<file path="config.mk">
export PLATFORM = sky130hd
export DESIGN_NAME = ball_height_pid_servo
export DESIGN_NICKNAME = d
export VERILOG_FILES = /design/src/rtl/bhps_pkg.sv /design/src/rtl/bhps_seq.sv /design/src/rtl/bhps_dp.sv /design/src/rtl/ball_height_pid_servo.sv
export SDC_FILE = /design/constraint.sdc
export NUM_CORES = 2
export LEC_CHECK = 0
export BUFFER_PORTS_ARGS = -buffer_cell sky130_fd_sc_hd__buf_4
export CORE_MARGIN = 1
export CORE_UTILIZATION = 65
export CTS_CLUSTER_SIZE = 28
export DETAILED_ROUTE_END_ITERATION = 6
export HOLD_SLACK_MARGIN = 0.12
export PLACE_DENSITY = 0.82
export SLEW_MARGIN = 40
export SYNTH_ARGS = -nofsm -noshare
export SYNTH_HDL_FRONTEND = slang
export SYNTH_SLANG_ARGS = --single-unit
export TNS_END_PERCENT = 1
</file>
<file path="constraint.sdc">
create_clock -name i_clk -period 23 [get_ports i_clk]
set_input_delay 4.6 -clock i_clk [delete_from_list [all_inputs] [get_ports i_clk]]
set_output_delay 4.6 -clock i_clk [all_outputs]
set_load 0.05 [all_outputs]
</file>
<file path="src/rtl/bhps_pkg.sv">
// package for the ball height pid servo: widths, constants, shared types
// and the microcode rom of the sequencer
// no dependencies
package bhps_pkg;

    // default column length in cm, legal range 10 to 200
    localparam int COLUMN_LENGTH_CM_DEF = 75;

    // field widths
    localparam int ECHO_W     = 13;
    localparam int HEIGHT_W   = 13;
    localparam int GAIN_W     = 16;
    localparam int ANGLE_W    = 7;
    localparam int DRIVE_W    = 14;
    localparam int CFG_IDX_W  = 3;
    localparam int CFG_DATA_W = 16;
    localparam int IN_DATA_W  = 16;
    localparam int OUT_DATA_W = 40;
    localparam int OUT_USER_W = 2;

    // datapath widths; raw height covers columns up to 200 cm
    localparam int RAW_W   = 19;
    localparam int ERR_W   = 14;
    localparam int MUL_W   = 21;
    localparam int PROD_W  = 2 * MUL_W;
    localparam int ACC_W   = 42;
    localparam int INTEG_W = 32;
    localparam int NUM_W   = 19;

    // divide by 10 and by 5000 as reciprocal multiplies, exact for the ranges used
    localparam int RECIP10        = 209716;
    localparam int RECIP10_SHIFT  = 21;
    localparam int RECIP5000      = 858994;
    localparam int RECIP5000_SHIFT = 32;

    // control output constants, sums are in 1/256 of 0.01 percent
    localparam int BIAS_SUM   = 5000 * 256;
    localparam int SAT_SUM    = 10000 * 256;
    localparam int DRIVE_MAX  = 10000;
    localparam int DRIVE_MID  = 5000;
    localparam int DRIVE_TOP  = 2000;
    localparam int ANGLE_MAX  = 90;
    localparam int ANGLE_DIV  = 5000;

    // configuration register indexes
    typedef enum logic [CFG_IDX_W-1:0] {
        REG_TARGET  = 3'd0,
        REG_KP      = 3'd1,
        REG_KI      = 3'd2,
        REG_KD      = 3'd3,
        REG_BALANCE = 3'd4
    } t_reg;

    // datapath operations
    typedef enum logic [3:0] {
        OP_RAW     = 4'd0,
        OP_DIV10   = 4'd1,
        OP_HEIGHT  = 4'd2,
        OP_ERR     = 4'd3,
        OP_MUL_I   = 4'd4,
        OP_INTEG   = 4'd5,
        OP_MUL_P   = 4'd6,
        OP_MUL_D   = 4'd7,
        OP_ADD     = 4'd8,
        OP_CLAMP   = 4'd9,
        OP_MUL_ANG = 4'd10,
        OP_NUM     = 4'd11,
        OP_MUL_Q   = 4'd12,
        OP_ANGLE   = 4'd13,
        OP_HOLD    = 4'd14
    } t_op;

    // sequencing of a control word
    typedef enum logic [1:0] {
        JC_NEXT = 2'd0,
        JC_HOLD = 2'd1,
        JC_END  = 2'd2
    } t_jc;

    localparam int PC_W = 4;
    localparam logic [PC_W-1:0] STEP_HOLD = 4'd14;

    typedef struct packed {
        t_op             op;
        t_jc             jc;
        logic [PC_W-1:0] target;
    } t_uword;

    typedef struct packed {
        logic en;
        t_op  op;
    } t_dp_ctl;

    typedef struct packed {
        logic busy;
        logic done;
    } t_seq_status;

    typedef struct packed {
        logic [HEIGHT_W-1:0] target;
        logic [GAIN_W-1:0]   kp;
        logic [GAIN_W-1:0]   ki;
        logic [GAIN_W-1:0]   kd;
        logic [ANGLE_W-1:0]  balance;
    } t_cfg;

    typedef struct packed {
        logic [ANGLE_W-1:0]  angle;
        logic [DRIVE_W-1:0]  drive;
        logic [HEIGHT_W-1:0] height;
        logic                fault;
        logic                top;
    } t_result;

    // microcode program, one control word per step
    function automatic t_uword ucode_rom(input logic [PC_W-1:0] pc);
        t_uword w;
        w.target = '0;
        w.jc     = JC_NEXT;
        case (pc)
            4'd0: begin
                w.op     = OP_RAW;
                w.jc     = JC_HOLD;
                w.target = STEP_HOLD;
            end
            4'd1:  w.op = OP_DIV10;
            4'd2:  w.op = OP_HEIGHT;
            4'd3:  w.op = OP_ERR;
            4'd4:  w.op = OP_MUL_I;
            4'd5:  w.op = OP_INTEG;
            4'd6:  w.op = OP_MUL_P;
            4'd7:  w.op = OP_MUL_D;
            4'd8:  w.op = OP_ADD;
            4'd9:  w.op = OP_CLAMP;
            4'd10: w.op = OP_MUL_ANG;
            4'd11: w.op = OP_NUM;
            4'd12: w.op = OP_MUL_Q;
            4'd13: begin
                w.op = OP_ANGLE;
                w.jc = JC_END;
            end
            default: begin
                w.op = OP_HOLD;
                w.jc = JC_END;
            end
        endcase
        return w;
    endfunction

endpackage

</file>
<file path="src/rtl/bhps_seq.sv">
// microcode sequencer: step counter, rom lookup, hold jump and end of program
// depends on bhps_pkg
module bhps_seq (
    input  logic                  i_clk,
    input  logic                  i_rst_n,
    input  logic                  i_start,
    input  logic                  i_hold,
    input  logic                  i_out_full,
    output bhps_pkg::t_dp_ctl     o_ctl,
    output bhps_pkg::t_seq_status o_status
);

    logic                        r_busy, n_busy;
    logic [bhps_pkg::PC_W-1:0]   r_pc, n_pc;
    bhps_pkg::t_uword            uw;
    logic                        step_en;

    always_comb begin
        uw      = bhps_pkg::ucode_rom(r_pc);
        // the final step waits while the output register still holds an item
        step_en = r_busy && !(uw.jc == bhps_pkg::JC_END && i_out_full);
        n_busy  = r_busy;
        n_pc    = r_pc;
        if (!r_busy) begin
            if (i_start) begin
                n_busy = 1'b1;
                n_pc   = '0;
            end
        end else if (step_en) begin
            case (uw.jc)
                bhps_pkg::JC_END:  n_busy = 1'b0;
                bhps_pkg::JC_HOLD: n_pc   = i_hold ? uw.target : r_pc + 1'b1;
                default:           n_pc   = r_pc + 1'b1;
            endcase
        end
    end

    always_ff @(posedge i_clk) begin
        if (!i_rst_n) begin
            r_busy <= 1'b0;
            r_pc   <= '0;
        end else begin
            r_busy <= n_busy;
            r_pc   <= n_pc;
        end
    end

    assign o_ctl.en        = step_en;
    assign o_ctl.op        = uw.op;
    assign o_status.busy   = r_busy;
    assign o_status.done   = step_en && (uw.jc == bhps_pkg::JC_END);

endmodule

</file>
<file path="src/rtl/bhps_dp.sv">
// datapath: height conversion, pid sum with one shared multiplier,
// clamping with integral hold and the angle mapping; depends on bhps_pkg
module bhps_dp #(
    parameter int COLUMN_LENGTH_CM = bhps_pkg::COLUMN_LENGTH_CM_DEF
) (
    input  logic                              i_clk,
    input  logic                              i_rst_n,
    input  bhps_pkg::t_dp_ctl                 i_ctl,
    input  bhps_pkg::t_cfg                    i_cfg,
    input  logic [bhps_pkg::ECHO_W-1:0]       i_echo,
    output bhps_pkg::t_result                 o_result
);

    localparam int RAW_W   = bhps_pkg::RAW_W;
    localparam int ACC_W   = bhps_pkg::ACC_W;
    localparam int MUL_W   = bhps_pkg::MUL_W;
    localparam int PROD_W  = bhps_pkg::PROD_W;
    localparam int H_W     = bhps_pkg::HEIGHT_W;
    localparam int ERR_W   = bhps_pkg::ERR_W;
    localparam int IW      = bhps_pkg::INTEG_W;
    localparam int D_W     = bhps_pkg::DRIVE_W;
    localparam int A_W     = bhps_pkg::ANGLE_W;
    localparam int TOP_W   = 15;

    localparam logic signed [RAW_W-1:0] RAW_BASE = RAW_W'((COLUMN_LENGTH_CM - 1) * 1000);
    localparam logic signed [RAW_W-1:0] RAW_MAX  = RAW_W'(COLUMN_LENGTH_CM * 1000);
    localparam logic [TOP_W-1:0]        TOP_LIM  = TOP_W'((COLUMN_LENGTH_CM - 5) * 100);
    localparam logic signed [ACC_W-1:0] BIAS     = ACC_W'(bhps_pkg::BIAS_SUM);
    localparam logic signed [ACC_W-1:0] SAT_HI   = ACC_W'(bhps_pkg::SAT_SUM);
    localparam int H_LO = bhps_pkg::RECIP10_SHIFT;
    localparam int Q_LO = bhps_pkg::RECIP5000_SHIFT;

    // state
    logic [H_W-1:0]            r_held;
    logic signed [IW-1:0]      r_integ;

    // working registers
    logic signed [RAW_W-1:0]   r_raw;
    logic                      r_fault;
    logic signed [PROD_W-1:0]  r_prod;
    logic [H_W-1:0]            r_height;
    logic [H_W-1:0]            r_prev;
    logic                      r_top;
    logic signed [ERR_W-1:0]   r_err;
    logic signed [ERR_W-1:0]   r_dh;
    logic signed [IW-1:0]      r_integ_new;
    logic signed [ACC_W-1:0]   r_acc;
    logic [D_W-1:0]            r_drive;

    logic [RAW_W-2:0]          echo_x17;
    logic signed [RAW_W-1:0]   raw_c;
    logic                      fault_c;
    logic [H_W-1:0]            height_c;
    logic signed [IW:0]        integ_sum_c;
    logic signed [IW-1:0]      integ_sat_c;
    logic signed [MUL_W-1:0]   mul_a, mul_b;
    logic signed [PROD_W-1:0]  prod_c;
    logic [A_W-1:0]            ang_b;
    logic                      ang_hi;
    logic [D_W-1:0]            ang_x;
    logic [A_W-1:0]            ang_k;

    // raw height times ten: (length-1)*1000 - 17*echo
    assign echo_x17 = (RAW_W-1)'({i_echo, 4'b0000}) + (RAW_W-1)'(i_echo);
    assign raw_c    = RAW_BASE - $signed({1'b0, echo_x17});
    assign fault_c  = (i_echo == '0) || raw_c[RAW_W-1] || (raw_c > RAW_MAX);

    assign height_c = r_fault ? r_held : r_prod[H_LO+H_W-1:H_LO];

    // integral with 32 bit saturation
    assign integ_sum_c = (IW+1)'(r_integ) + (IW+1)'(r_prod);
    always_comb begin
        if (integ_sum_c[IW] != integ_sum_c[IW-1])
            integ_sat_c = integ_sum_c[IW] ? {1'b1, {(IW-1){1'b0}}} : {1'b0, {(IW-1){1'b1}}};
        else
            integ_sat_c = integ_sum_c[IW-1:0];
    end

    // angle mapping pieces, balance limited to ninety degrees
    always_comb begin
        ang_b  = (i_cfg.balance > A_W'(bhps_pkg::ANGLE_MAX)) ?
                 A_W'(bhps_pkg::ANGLE_MAX) : i_cfg.balance;
        ang_hi = r_drive >= D_W'(bhps_pkg::DRIVE_MID);
        ang_x  = ang_hi ? r_drive - D_W'(bhps_pkg::DRIVE_MID) : r_drive;
        ang_k  = ang_hi ? A_W'(bhps_pkg::ANGLE_MAX) - ang_b : ang_b;
    end

    // shared multiplier operand select
    always_comb begin
        mul_a = '0;
        mul_b = '0;
        case (i_ctl.op)
            bhps_pkg::OP_DIV10: begin
                mul_a = MUL_W'(r_raw[RAW_W-2:0]);
                mul_b = MUL_W'(bhps_pkg::RECIP10);
            end
            bhps_pkg::OP_MUL_I: begin
                mul_a = MUL_W'(i_cfg.ki);
                mul_b = MUL_W'(r_err);
            end
            bhps_pkg::OP_MUL_P: begin
                mul_a = MUL_W'(i_cfg.kp);
                mul_b = MUL_W'(r_err);
            end
            bhps_pkg::OP_MUL_D: begin
                mul_a = MUL_W'(i_cfg.kd);
                mul_b = MUL_W'(r_dh);
            end
            bhps_pkg::OP_MUL_ANG: begin
                mul_a = MUL_W'(ang_x);
                mul_b = MUL_W'(ang_k);
            end
            bhps_pkg::OP_MUL_Q: begin
                mul_a = MUL_W'(r_acc[bhps_pkg::NUM_W-1:0]);
                mul_b = MUL_W'(bhps_pkg::RECIP5000);
            end
            default: ;
        endcase
    end

    assign prod_c = mul_a * mul_b;

    // state registers
    always_ff @(posedge i_clk) begin
        if (!i_rst_n) begin
            r_held  <= '0;
            r_integ <= '0;
        end else if (i_ctl.en) begin
            if (i_ctl.op == bhps_pkg::OP_HEIGHT && !r_fault)
                r_held <= height_c;
            // integral holds when the sum clamps
            if (i_ctl.op == bhps_pkg::OP_CLAMP && !(r_acc > SAT_HI) && !r_acc[ACC_W-1])
                r_integ <= r_integ_new;
        end
    end

    // working registers
    always_ff @(posedge i_clk) begin
        if (i_ctl.en) begin
            r_prod <= prod_c;
            case (i_ctl.op)
                bhps_pkg::OP_RAW: begin
                    r_raw   <= raw_c;
                    r_fault <= fault_c;
                end
                bhps_pkg::OP_HEIGHT: begin
                    r_height <= height_c;
                    r_prev   <= r_held;
                    r_top    <= TOP_W'(height_c) > TOP_LIM;
                end
                bhps_pkg::OP_ERR: begin
                    r_err <= $signed({1'b0, i_cfg.target}) - $signed({1'b0, r_height});
                    r_dh  <= $signed({1'b0, r_prev}) - $signed({1'b0, r_height});
                end
                bhps_pkg::OP_INTEG:  r_integ_new <= integ_sat_c;
                bhps_pkg::OP_MUL_P:  r_acc <= BIAS + ACC_W'(r_integ_new);
                bhps_pkg::OP_MUL_D,
                bhps_pkg::OP_ADD,
                bhps_pkg::OP_NUM:    r_acc <= r_acc + ACC_W'(r_prod);
                bhps_pkg::OP_CLAMP: begin
                    if (r_top)
                        r_drive <= D_W'(bhps_pkg::DRIVE_TOP);
                    else if (r_acc > SAT_HI)
                        r_drive <= D_W'(bhps_pkg::DRIVE_MAX);
                    else if (r_acc[ACC_W-1])
                        r_drive <= '0;
                    else
                        r_drive <= r_acc[D_W+7:8];
                end
                bhps_pkg::OP_MUL_ANG: begin
                    // offset of the upper segment: 5000 times balance
                    r_acc <= ang_hi ? ACC_W'(ang_b) * ACC_W'(bhps_pkg::ANGLE_DIV) : '0;
                end
                default: ;
            endcase
        end
    end

    always_comb begin
        if (i_ctl.op == bhps_pkg::OP_HOLD) begin
            o_result        = '0;
            o_result.height = r_held;
        end else begin
            o_result.angle  = r_prod[Q_LO+A_W-1:Q_LO];
            o_result.drive  = r_drive;
            o_result.height = r_height;
            o_result.fault  = r_fault;
            o_result.top    = r_top;
        end
    end

endmodule

</file>
<file path="src/rtl/ball_height_pid_servo.sv">
// top level of the ball height pid servo: stream ports, configuration
// registers, input capture and output register; uses bhps_pkg, bhps_seq, bhps_dp
//
// one item at a time; a normal item runs the 14 step microcode program through one
//   shared multiplier, one step per cycle; the last step waits while output is full;
//   a hold item jumps from step 0 straight to the hold step and ends there
// reset: synchronous active low i_rst_n; registers return to their defaults,
//   held height and integral clear, no output item pending
module ball_height_pid_servo #(
    parameter int COLUMN_LENGTH_CM = bhps_pkg::COLUMN_LENGTH_CM_DEF
) (
    input  logic                                i_clk,
    input  logic                                i_rst_n,
    // input item stream
    input  logic                                s_axis_tvalid,
    output logic                                s_axis_tready,
    input  logic [bhps_pkg::IN_DATA_W-1:0]      s_axis_tdata,  // [12:0] echo_time
    input  logic                                s_axis_tuser,  // [0] hold_closed
    // result item stream
    output logic                                m_axis_tvalid,
    input  logic                                m_axis_tready,
    // [6:0] servo_angle, [20:7] drive_level, [33:21] ball_height
    output logic [bhps_pkg::OUT_DATA_W-1:0]     m_axis_tdata,
    // [0] sensor_fault, [1] near_top
    output logic [bhps_pkg::OUT_USER_W-1:0]     m_axis_tuser,
    // configuration writes
    input  logic                                i_cfg_we,
    input  logic [bhps_pkg::CFG_IDX_W-1:0]      i_cfg_index,
    input  logic [bhps_pkg::CFG_DATA_W-1:0]     i_cfg_data
);

    bhps_pkg::t_cfg                    r_cfg;
    logic [bhps_pkg::ECHO_W-1:0]       r_echo;
    logic                              r_hold;
    logic                              r_m_valid, n_m_valid;
    bhps_pkg::t_result                 r_out;

    bhps_pkg::t_dp_ctl                 dp_ctl;
    bhps_pkg::t_seq_status             seq_status;
    bhps_pkg::t_result                 result;
    logic                              in_accept;

    // one item in flight; the output register lets a new item start
    // while the previous result waits
    assign s_axis_tready = !seq_status.busy;
    assign in_accept     = s_axis_tvalid && s_axis_tready;

    // configuration registers, unused indexes ignored
    always_ff @(posedge i_clk) begin
        if (!i_rst_n) begin
            r_cfg.target  <= '0;
            r_cfg.kp      <= bhps_pkg::GAIN_W'(179);
            r_cfg.ki      <= '0;
            r_cfg.kd      <= bhps_pkg::GAIN_W'(8192);
            r_cfg.balance <= bhps_pkg::ANGLE_W'(34);
        end else if (i_cfg_we) begin
            case (bhps_pkg::t_reg'(i_cfg_index))
                bhps_pkg::REG_TARGET:  r_cfg.target  <= i_cfg_data[bhps_pkg::HEIGHT_W-1:0];
                bhps_pkg::REG_KP:      r_cfg.kp      <= i_cfg_data;
                bhps_pkg::REG_KI:      r_cfg.ki      <= i_cfg_data;
                bhps_pkg::REG_KD:      r_cfg.kd      <= i_cfg_data;
                bhps_pkg::REG_BALANCE: r_cfg.balance <= i_cfg_data[bhps_pkg::ANGLE_W-1:0];
                default: ;
            endcase
        end
    end

    // input capture
    always_ff @(posedge i_clk) begin
        if (in_accept) begin
            r_echo <= s_axis_tdata[bhps_pkg::ECHO_W-1:0];
            r_hold <= s_axis_tuser;
        end
    end

    bhps_seq u_seq (
        .i_clk      (i_clk),
        .i_rst_n    (i_rst_n),
        .i_start    (in_accept),
        .i_hold     (r_hold),
        .i_out_full (r_m_valid && !m_axis_tready),
        .o_ctl      (dp_ctl),
        .o_status   (seq_status)
    );

    bhps_dp #(
        .COLUMN_LENGTH_CM (COLUMN_LENGTH_CM)
    ) u_dp (
        .i_clk    (i_clk),
        .i_rst_n  (i_rst_n),
        .i_ctl    (dp_ctl),
        .i_cfg    (r_cfg),
        .i_echo   (r_echo),
        .o_result (result)
    );

    // output register, loaded at the last microcode step
    always_comb begin
        n_m_valid = r_m_valid;
        if (seq_status.done)
            n_m_valid = 1'b1;
        else if (m_axis_tready)
            n_m_valid = 1'b0;
    end

    always_ff @(posedge i_clk) begin
        if (!i_rst_n)
            r_m_valid <= 1'b0;
        else
            r_m_valid <= n_m_valid;
    end

    always_ff @(posedge i_clk) begin
        if (seq_status.done)
            r_out <= result;
    end

    assign m_axis_tvalid = r_m_valid;
    assign m_axis_tdata  = {6'b0, r_out.height, r_out.drive, r_out.angle};
    assign m_axis_tuser  = {r_out.top, r_out.fault};

endmodule

</file>
==> results summary <==
The run finished with clean final reports. The dominant synthesized flop cell is edfxtp_1. Data on the critical path arrives at its endpoint at 10.33 ns. The via density per instance is 5.97.

The global-route usage over all layers came out at 34.4%. The number of global-route vias before repair came out at 27100. The count of pins on the block boundary came out at 85. The quantity of gates resized following cts is 0. The clock latency on the worst-skew pair is 0.59 ns. The met2 routing resource usage after global routing came out at 52.6%.

The area added between synthesis and finish is 8.03%. The worst setup path is launched from a register. For this run, global-route usage on met3 was measured as 8.11%. Dividing total power by cell area gives a power density of 53.0 mW/mm^2.

For the pin with the worst max-slew slack, the measured transition is 0.888 ns. Setup total negative slack on the finished layout was measured at 0 ns. The share of final-layout standard cells stronger than drive strength 1 came out at 7.83%. In this run the deepest clock path goes through 3 buffers. At the end of routability-driven placement, the weighted congestion stood at 0.984. The root buffer cell chosen for the clock tree is clkbuf_16.

TritonCTS built the clock tree. The synthesized area per cell came out at 9.76 sq um. During placement, the flow inserted port buffers numbering 75. The portion of the post-synthesis area used by sequential elements is 27.5%. The count of vias placed by the detailed router came out at 27348. The largest stage delay on the critical path came out at 0.74 ns. The die outline height came out at 238 um. Counting flops with a built-in enable in the synthesized netlist gives 253.

Data on the critical path is required at its endpoint by 23.32 ns. Summed over all nets, the half-perimeter wirelength after detailed placement is 74400 um. After the first detailed-routing iteration, the DRC count stood at 2680. The first-pass GRT wire length is 150000 um. The worst slew margin relative to its limit is 40.4%. The number of failing setup endpoints in the final timing report is 0. On the final layout, the worst clock skew is 0.0298 ns. The largest individual stage delay along the critical path comes from the cell o21ai_4. The count of synthesis-stage warnings from yosys came out at 0.

The flop and latch count out of synthesis came out at 372. The most numerous cell type found on the critical path is fa_1. The post-route fraction of the period consumed by the critical path came out at 43.5%.

The initial antenna violation count was 2. The total area of sequential cells is 0.00998 sq mm. In this run the static leakage power is 18.2 nW.

The number of antenna-violating nets in the routed design came out at 0. In this run the horizontal extent of the chip is 238 um. The critical path is of the reg2reg type. After layout, the minimum clock period comes to 10.00 ns. The top achievable clock speed is 100 MHz.

In the final routed layout, each cell accounts on average for 20.8 um. The worst setup path is captured at a register. Clock-pin slew was measured on the worst setup and hold paths at 0.06 ns. The starting density of the core is 65.8%. The count of hold-fix buffers inserted at cts is 0. The layer flagged by global routing as most heavily used is met2. The number of diodes added for antenna fixing is 0. The number of clock sinks came out at 372. The tightest hold path in the finished design has a slack of 0.456 ns. The DRC violation count after routing came out at 0. The number of setup buffers added after CTS came out at 0. The number of nets in the final layout is 4557. The fraction of registers with async set/reset is 0%. The area of the core came out at 0.0551 sq mm. Entering global routing, the biggest net connects 54 pins.

The total count of hold-check failures in the final report is 0. The placement row count came out at 86. Summing all multi-input logic gate instances after layout gives 0.0237 sq mm. The layout has 4053 filler cells. The met1 track demand over resource is 48.1%.

Setup repair after global routing left no endpoint under its margin. The netlist uses 93 different library cells. The worst-case vdd ir drop came out at 0.0624 mV. In the layout the commonest cells are 607 x inv_1, 435 x nand2_1, 429 x fa_1, 289 x ha_1, 253 x edfxtp_1. The library cell used most frequently in the layout, excluding fill and tap cells, is inv_1. The number of buffers created by CTS came out at 40. The max-capacitance violation count came out at 0. The cell count after synthesis is 3714. The path type of the worst min-delay path is reg2reg.

Of all nets on the critical path, the largest fanout is 18. The first-pass detailed-route iteration total is 6. The final number of max-transition violations came out at 0. The die area came out at 0.0567 sq mm.

The H-tree depth came out at 2. After synthesis the cells add up to 0.0362 sq mm. The total global routing overflow is 0.

After layout, the design draws a total of 2.08 mW. The post-detailed-routing wire length came out at 95200 um.
[flip-flops by register name, summed over array words and instances (netlist names), 2 cells and up]
name / count
u_dp.r_integ_new: 32
m_axis_tuser: 2
u_dp.r_dh: 14
u_dp.r_err: 14
u_dp.r_held: 13
u_dp.r_acc: 42
r_cfg: 68
u_seq.r_pc: 4
u_dp.r_prev: 13
u_dp.r_height: 13
r_echo: 13
u_dp.r_integ: 32
u_dp.r_drive: 14
u_dp.r_raw: 18
m_axis_tdata: 34
u_dp.r_prod: 41
[Yosys cell counts, drive strengths merged, types with 46 or more instances]
cell | number | area [sq um]
a21boi | 48 | 360
a21o | 58 | 435
a21oi | 176 | 971
and2 | 54 | 338
clkbuf | 80 | 300
dfxtp | 119 | 2380
edfxtp | 253 | 7600
fa | 429 | 8590
ha | 289 | 3620
inv | 610 | 2290
mux2i | 46 | 460
nand2 | 437 | 1650
nor2 | 243 | 920
nor2b | 59 | 369
o21ai | 131 | 656
xnor2 | 114 | 1010
xor2 | 57 | 499
[critical path: cells and delay by family, from the launching register on]
family	cells	cell delay (ns)
AOI/OAI and AO/OA	11	3.11
xor gates and xnor gates	1	0.10
adders and majority gates	8	4.15
buffers and inverters	6	0.63
DFF	1	0.52
and+or+nand+nor	4	1.21
[path summary, 6_finish.rpt]
path / slack [ns] / to / startpoint / cells past startpoint
worst max-delay path: 13.00 / u_dp.r_prod[39] / u_seq.r_pc[2] / 30
worst min-delay path: 0.46 / r_cfg[29] / r_cfg[29] / 2
worst max register to register: 13.00 / u_dp.r_prod[39] / u_seq.r_pc[2] / 30
worst min register to register: 0.46 / r_cfg[29] / r_cfg[29] / 2
[per-stage QoR]
step | worst slack (ns) | instances | utilization, % | instance area, sq um
floorplan | 14.37 | 3743 | - | 36400
global placement | 13.06 | 4499 | 68.6 | 37800
detailed placement | 13.19 | 4503 | 68.7 | 37900
CTS | 13.13 | 4577 | 71.1 | 39200
global route | 12.49 | 4578 | 71.1 | 39200
finish | 13.00 | 4578 | 71.1 | 39200
[report_power, final]
group | internal, mW | leakage, nW | total [mW] | switching [mW]
logic | 0.235 | 14.3 | 0.624 | 0.388
clock network | 0.359 | 0.643 | 0.644 | 0.285
registers | 0.766 | 3.28 | 0.808 | 0.0413
[final cells by class]
cell class / instances / share of cell area (%)
clock buffer: 46 / 2.72
clock inverter: 28 / 0.613
inverter: 610 / 5.85
multi-input combinational: 2647 / 60.5
sequential: 372 / 25.5
tap: 748 / 2.39
timing repair buffer: 127 / 2.47
[kinds of logic after synthesis]
logic type      synth area share, %
compound gates                 12.4
xor+xnor                       4.15
fa+ha+maj                      33.9
buf+inv                        7.72
flops                          27.5
mux                            1.77
other cells                  0.0207
simple gates                   12.5
[per-layer routing]
layer / vias up / wire [um]
met1: 13416 / 39000
met4: 2 / 3500
met3: 215 / 10000
met5: - / 13
li1: 12407 / -
met2: 1308 / 42600
Note: power is estimated with default switching activity, not from simulation.
